--- src/hw/rtl/stc_divider.sv ---
// restoring serial divider, one quotient bit per cycle
module stc_divider #(
  parameter int unsigned NUM_W = 33,
  parameter int unsigned DEN_W = 17
) (
  input  logic             clk_i,
  input  logic             rst_ni,
  input  logic             start_i,
  input  logic [NUM_W-1:0] num_i,
  input  logic [DEN_W-1:0] den_i,
  output logic             done_o,
  output logic [NUM_W-1:0] quo_o
);

  localparam int unsigned CntW = $clog2(NUM_W + 1);

  logic [DEN_W-1:0] rem_q, rem_d, den_q;
  logic [NUM_W-1:0] quo_q, quo_d;
  logic [CntW-1:0]  cnt_q;
  logic             busy_q, done_q;
  logic [DEN_W:0]   shifted, diff;
  logic             ge;

  // one trial subtraction
  always_comb begin
    shifted = {rem_q, quo_q[NUM_W-1]};
    ge      = shifted >= {1'b0, den_q};
    diff    = shifted - {1'b0, den_q};
    rem_d   = ge ? diff[DEN_W-1:0] : shifted[DEN_W-1:0];
    quo_d   = {quo_q[NUM_W-2:0], ge};
  end

  // control
  always_ff @(posedge clk_i or negedge rst_ni) begin
    if (!rst_ni) begin
      busy_q <= 1'b0;
      done_q <= 1'b0;
      cnt_q  <= '0;
    end else begin
      done_q <= 1'b0;
      if (start_i) begin
        busy_q <= 1'b1;
        cnt_q  <= '0;
      end else if (busy_q) begin
        cnt_q <= cnt_q + CntW'(1);
        if (cnt_q == CntW'(NUM_W - 1)) begin
          busy_q <= 1'b0;
          done_q <= 1'b1;
        end
      end
    end
  end

  // datapath
  always_ff @(posedge clk_i) begin
    if (start_i) begin
      rem_q <= '0;
      quo_q <= num_i;
      den_q <= den_i;
    end else if (busy_q) begin
      rem_q <= rem_d;
      quo_q <= quo_d;
    end
  end

  assign done_o = done_q;
  assign quo_o  = quo_q;

endmodule
--- config.mk ---
export PLATFORM = sky130hd
export DESIGN_NAME = stc_divider
export DESIGN_NICKNAME = d
export VERILOG_FILES = /design/src/hw/rtl/stc_divider.sv
export SDC_FILE = /design/constraint.sdc
export NUM_CORES = 1
export LEC_CHECK = 0
export BUFFER_PORTS_ARGS = -buffer_cell sky130_fd_sc_hd__buf_2
export CAP_MARGIN = 20
export CORE_MARGIN = 1.5
export CORE_UTILIZATION = 50
export DETAILED_ROUTE_END_ITERATION = 7
export HOLD_SLACK_MARGIN = 0.1
export PLACE_DENSITY = 0.75
export SKIP_CTS_REPAIR_TIMING = 1
export SYNTH_ARGS = -nofsm -noshare
export SYNTH_HDL_FRONTEND = slang
export SYNTH_SLANG_ARGS = --single-unit
--- constraint.sdc ---
create_clock -name clk_i -period 3.84 [get_ports clk_i]
set_input_delay 0.384 -clock clk_i [delete_from_list [all_inputs] [get_ports clk_i]]
set_output_delay 0.384 -clock clk_i [all_outputs]
set_load 0.01 [all_outputs]
==> out/qor.txt <==
Unrepaired setup endpoints after global routing = no
LEAKAGE = 2.05 nW
CP Capture Type = register
Post-Synth Simple-Gate Area = 10.7%
Worst EP arrival = 3230 ps
Main synth FF type = edfxtp_1
R2R cell count = 10
Synth cell types = 56
Clock Root Buffer = clkbuf_8
Routed vias = 2971
Synth Area per Inst = 11.5 um2
Post-synthesis mux area share = 9.97%
Nets = 510
Antenna Cells = 0
Xor/xnor share of the synthesized area = 3.04%
Synthesis-to-finish area growth = 17.1%
Initial antenna violation count = 0
EDFF count, synth = 50
First-pass iteration count of the detailed router = 4
Routed Antenna Nets = 0
Routed WL per cell = 15.2 um
Setup violators final = 0
Layout Skew = 9.00 ps
Post-synthesis compound-gate area fraction = 14.9%
Mapped Cells = 350
Port-buffer cells = 86
Hold Crit Class = input port to register
CP Class = register to register
Largest net degree at the start of global routing = 49
Vias in the first global route = 2882
Die height = 92.8 um
# rows = 32
Critical path launch point type = register
Post-Synthesis Cell Area = 0.00403 mm2
Net Sw Power = 1.09 mW
Total die area = 0.00861 mm2
Setup TNS = 0 ps
Core Area = 0.00777 mm2
Clock group share of total power = 20.3%
Pwr dens = 602 mW/mm2
Most frequent cells in the layout = buf_2, edfxtp_1, mux2_2, nand2_1, inv_1
Synth Register Bits = 75
Max Clk Rate = 338 MHz
Starting Density = 51.9%
Starting DRC count in detailed routing = 157
TritonCTS Buffers = 9
Die Wd = 92.8 um
Reg clk slew, reported paths = 90 ps
Synthesized Nets = 423
Met1 usage = 24.8%
Met2 Usage GRT = 33.2%
Top cell type's share of synthesized area = 37.3%
Final Cycle Share = 77.0%
CTS tree = done
Post-Place Cells = 527
IO Pins = 87
Global route overflow = 0
Fillers = 660
Non-filler cells, final = 544
Clock latency on the worst-skew pair = 360 ps
Max-capacitance violation count = 0
Switching share of power = 38.4%
Largest family of logic cells by synthesized area = compound AO/OA/AOI/OAI gates
Global routing met3 resource utilization = 5.17%
Placer's final routability congestion estimate = 0.860
Post-synthesis async set-or-reset flop share = 10.7%
Slew Limit Fails = 0
Worst Path Required = 4110 ps
Residual DRC count = 0
Cell Int Power = 1.75 mW
H-tree levels = 3
Most used routing layer in global routing = met2
Final hold violations = 0
Status = finished clean
Post-detail-place hpwl = 5.78 mm
Top post-synthesis cells by area = edfxtp_1, mux2_2, dfxtp_1
Total Routed Length = 8.28 mm
Seq pwr share = 39.0%
All-Layer GR Usage = 20.0%
Share of layout cells above drive strength 1 = 35.3%
Worst slew margin relative to its limit = 48.5%
Area leader, netlist = edfxtp_1
First-pass GRT wire length = 13.3 mm
Most common cell after layout, fill and taps aside = buf_2
Fin crit period = 2960 ps
Gate power share = 40.7%
Peak fanout along the critical path = 18
R2R Setup Slk = 880 ps
Hold Path Stages = 1
Clock Path Buffers = 2
Area share of fa/ha/maj cells after synthesis = 6.40%
Register area share after synthesis = 50.7%
Peak supply drop = 0.318 mV
Worst Tran Pin Value = 772 ps
Clock sinks = 75
Routed vias/inst = 5.46
Yosys Warn Count = 0
-- state kept, by name, summed over array words and instances (netlist names) --
name	count
quo_o	33
busy_q	1
cnt_q	6
rem_q	17
den_q	17
done_o	1
-- cell families after synthesis --
logic type	after synthesis
simple gates	90
compound gates	77
flops	75
buf+inv	38
mux	36
fa+ha+maj	20
xor+xnor	14
-- synthesized netlist by cell type (4+ instances only) --
master / number
edfxtp_1: 50
a32oi_1: 5
nand3_1: 15
dfrtp_1: 8
nor2_1: 21
o21a_1: 5
ha_1: 19
xor2_1: 9
mux2_2: 33
nand2_1: 29
a21o_1: 5
nor2b_1: 5
o21ai_0: 12
o21ai_1: 4
o211ai_1: 4
buf_1: 6
a21oi_1: 16
dfxtp_1: 17
inv_1: 23
xnor2_1: 5
nand4_1: 5
-- worst max-delay path, stage by stage, from the launching register on --
cell and delay [ps]:
edfxtp_1 420, inv_1 80, ha_1 150, inv_1 50, fa_1 430, a211oi_2 270
o21ai_2 140, a31oi_2 230, o311a_1 710, nand2_1 140, a311oi_2 250
-- worst paths after layout --
path,startpoint,to
max,quo_o[32]$_DFFE_PP_,rem_q[8]$_SDFFE_PP0P_
min,den_i[6],den_q[6]$_DFFE_PP_
max reg2reg,quo_o[32]$_DFFE_PP_,rem_q[8]$_SDFFE_PP0P_
min reg2reg,rem_q[9]$_SDFFE_PP0P_,rem_q[9]$_SDFFE_PP0P_
max in group asynchronous,rst_ni,done_o$_DFF_PN0_
min in group asynchronous,rst_ni,cnt_q[0]$_DFFE_PN0P_
-- routing by layer --
metal / wire, um / part of all wire, %
met1: 3660 / 44
met2: 4120 / 50
met3: 390 / 4.7
met4: 119 / 1.4
met5: 0 / 0
-- cell type report --
cell class | instances | area, um2 | share of cell area (%)
flip-flops and latches | 75 | 2040 | 43.3
multi-input cells | 237 | 1810 | 38.4
repair buffers | 91 | 470 | 9.97
well taps | 102 | 128 | 2.71
clock buffers | 9 | 124 | 2.63
inverters | 23 | 86.3 | 1.83
clock inverters | 7 | 56.3 | 1.19
-- per-stage QoR --
stage          utilization [%]  setup WS [ps]  instance area, um2  hold WS [ps]  power (mW)
3_3_place_gp              58.3            999                4530           234        2.23
6_report                  60.7            883                4720           196        2.84
4_1_cts                   60.6            886                4710          -149        2.85
2_1_floorplan                -           1230                4030          88.4        2.05
5_1_grt                   60.7            660                4720           176        3.01
3_5_place_dp              58.3            906                4530           234        2.26
-- power groups by stage --
stage / clock network, mW / logic [mW] / registers (mW)
finish: 0.577 / 1.16 / 1.11
global route: 0.621 / 1.27 / 1.12
CTS: 0.591 / 1.15 / 1.11
detailed placement: 0 / 1.14 / 1.12
global placement: 0 / 1.11 / 1.12
floorplan: 0 / 0.927 / 1.12
(Power assumes the default switching activity.)
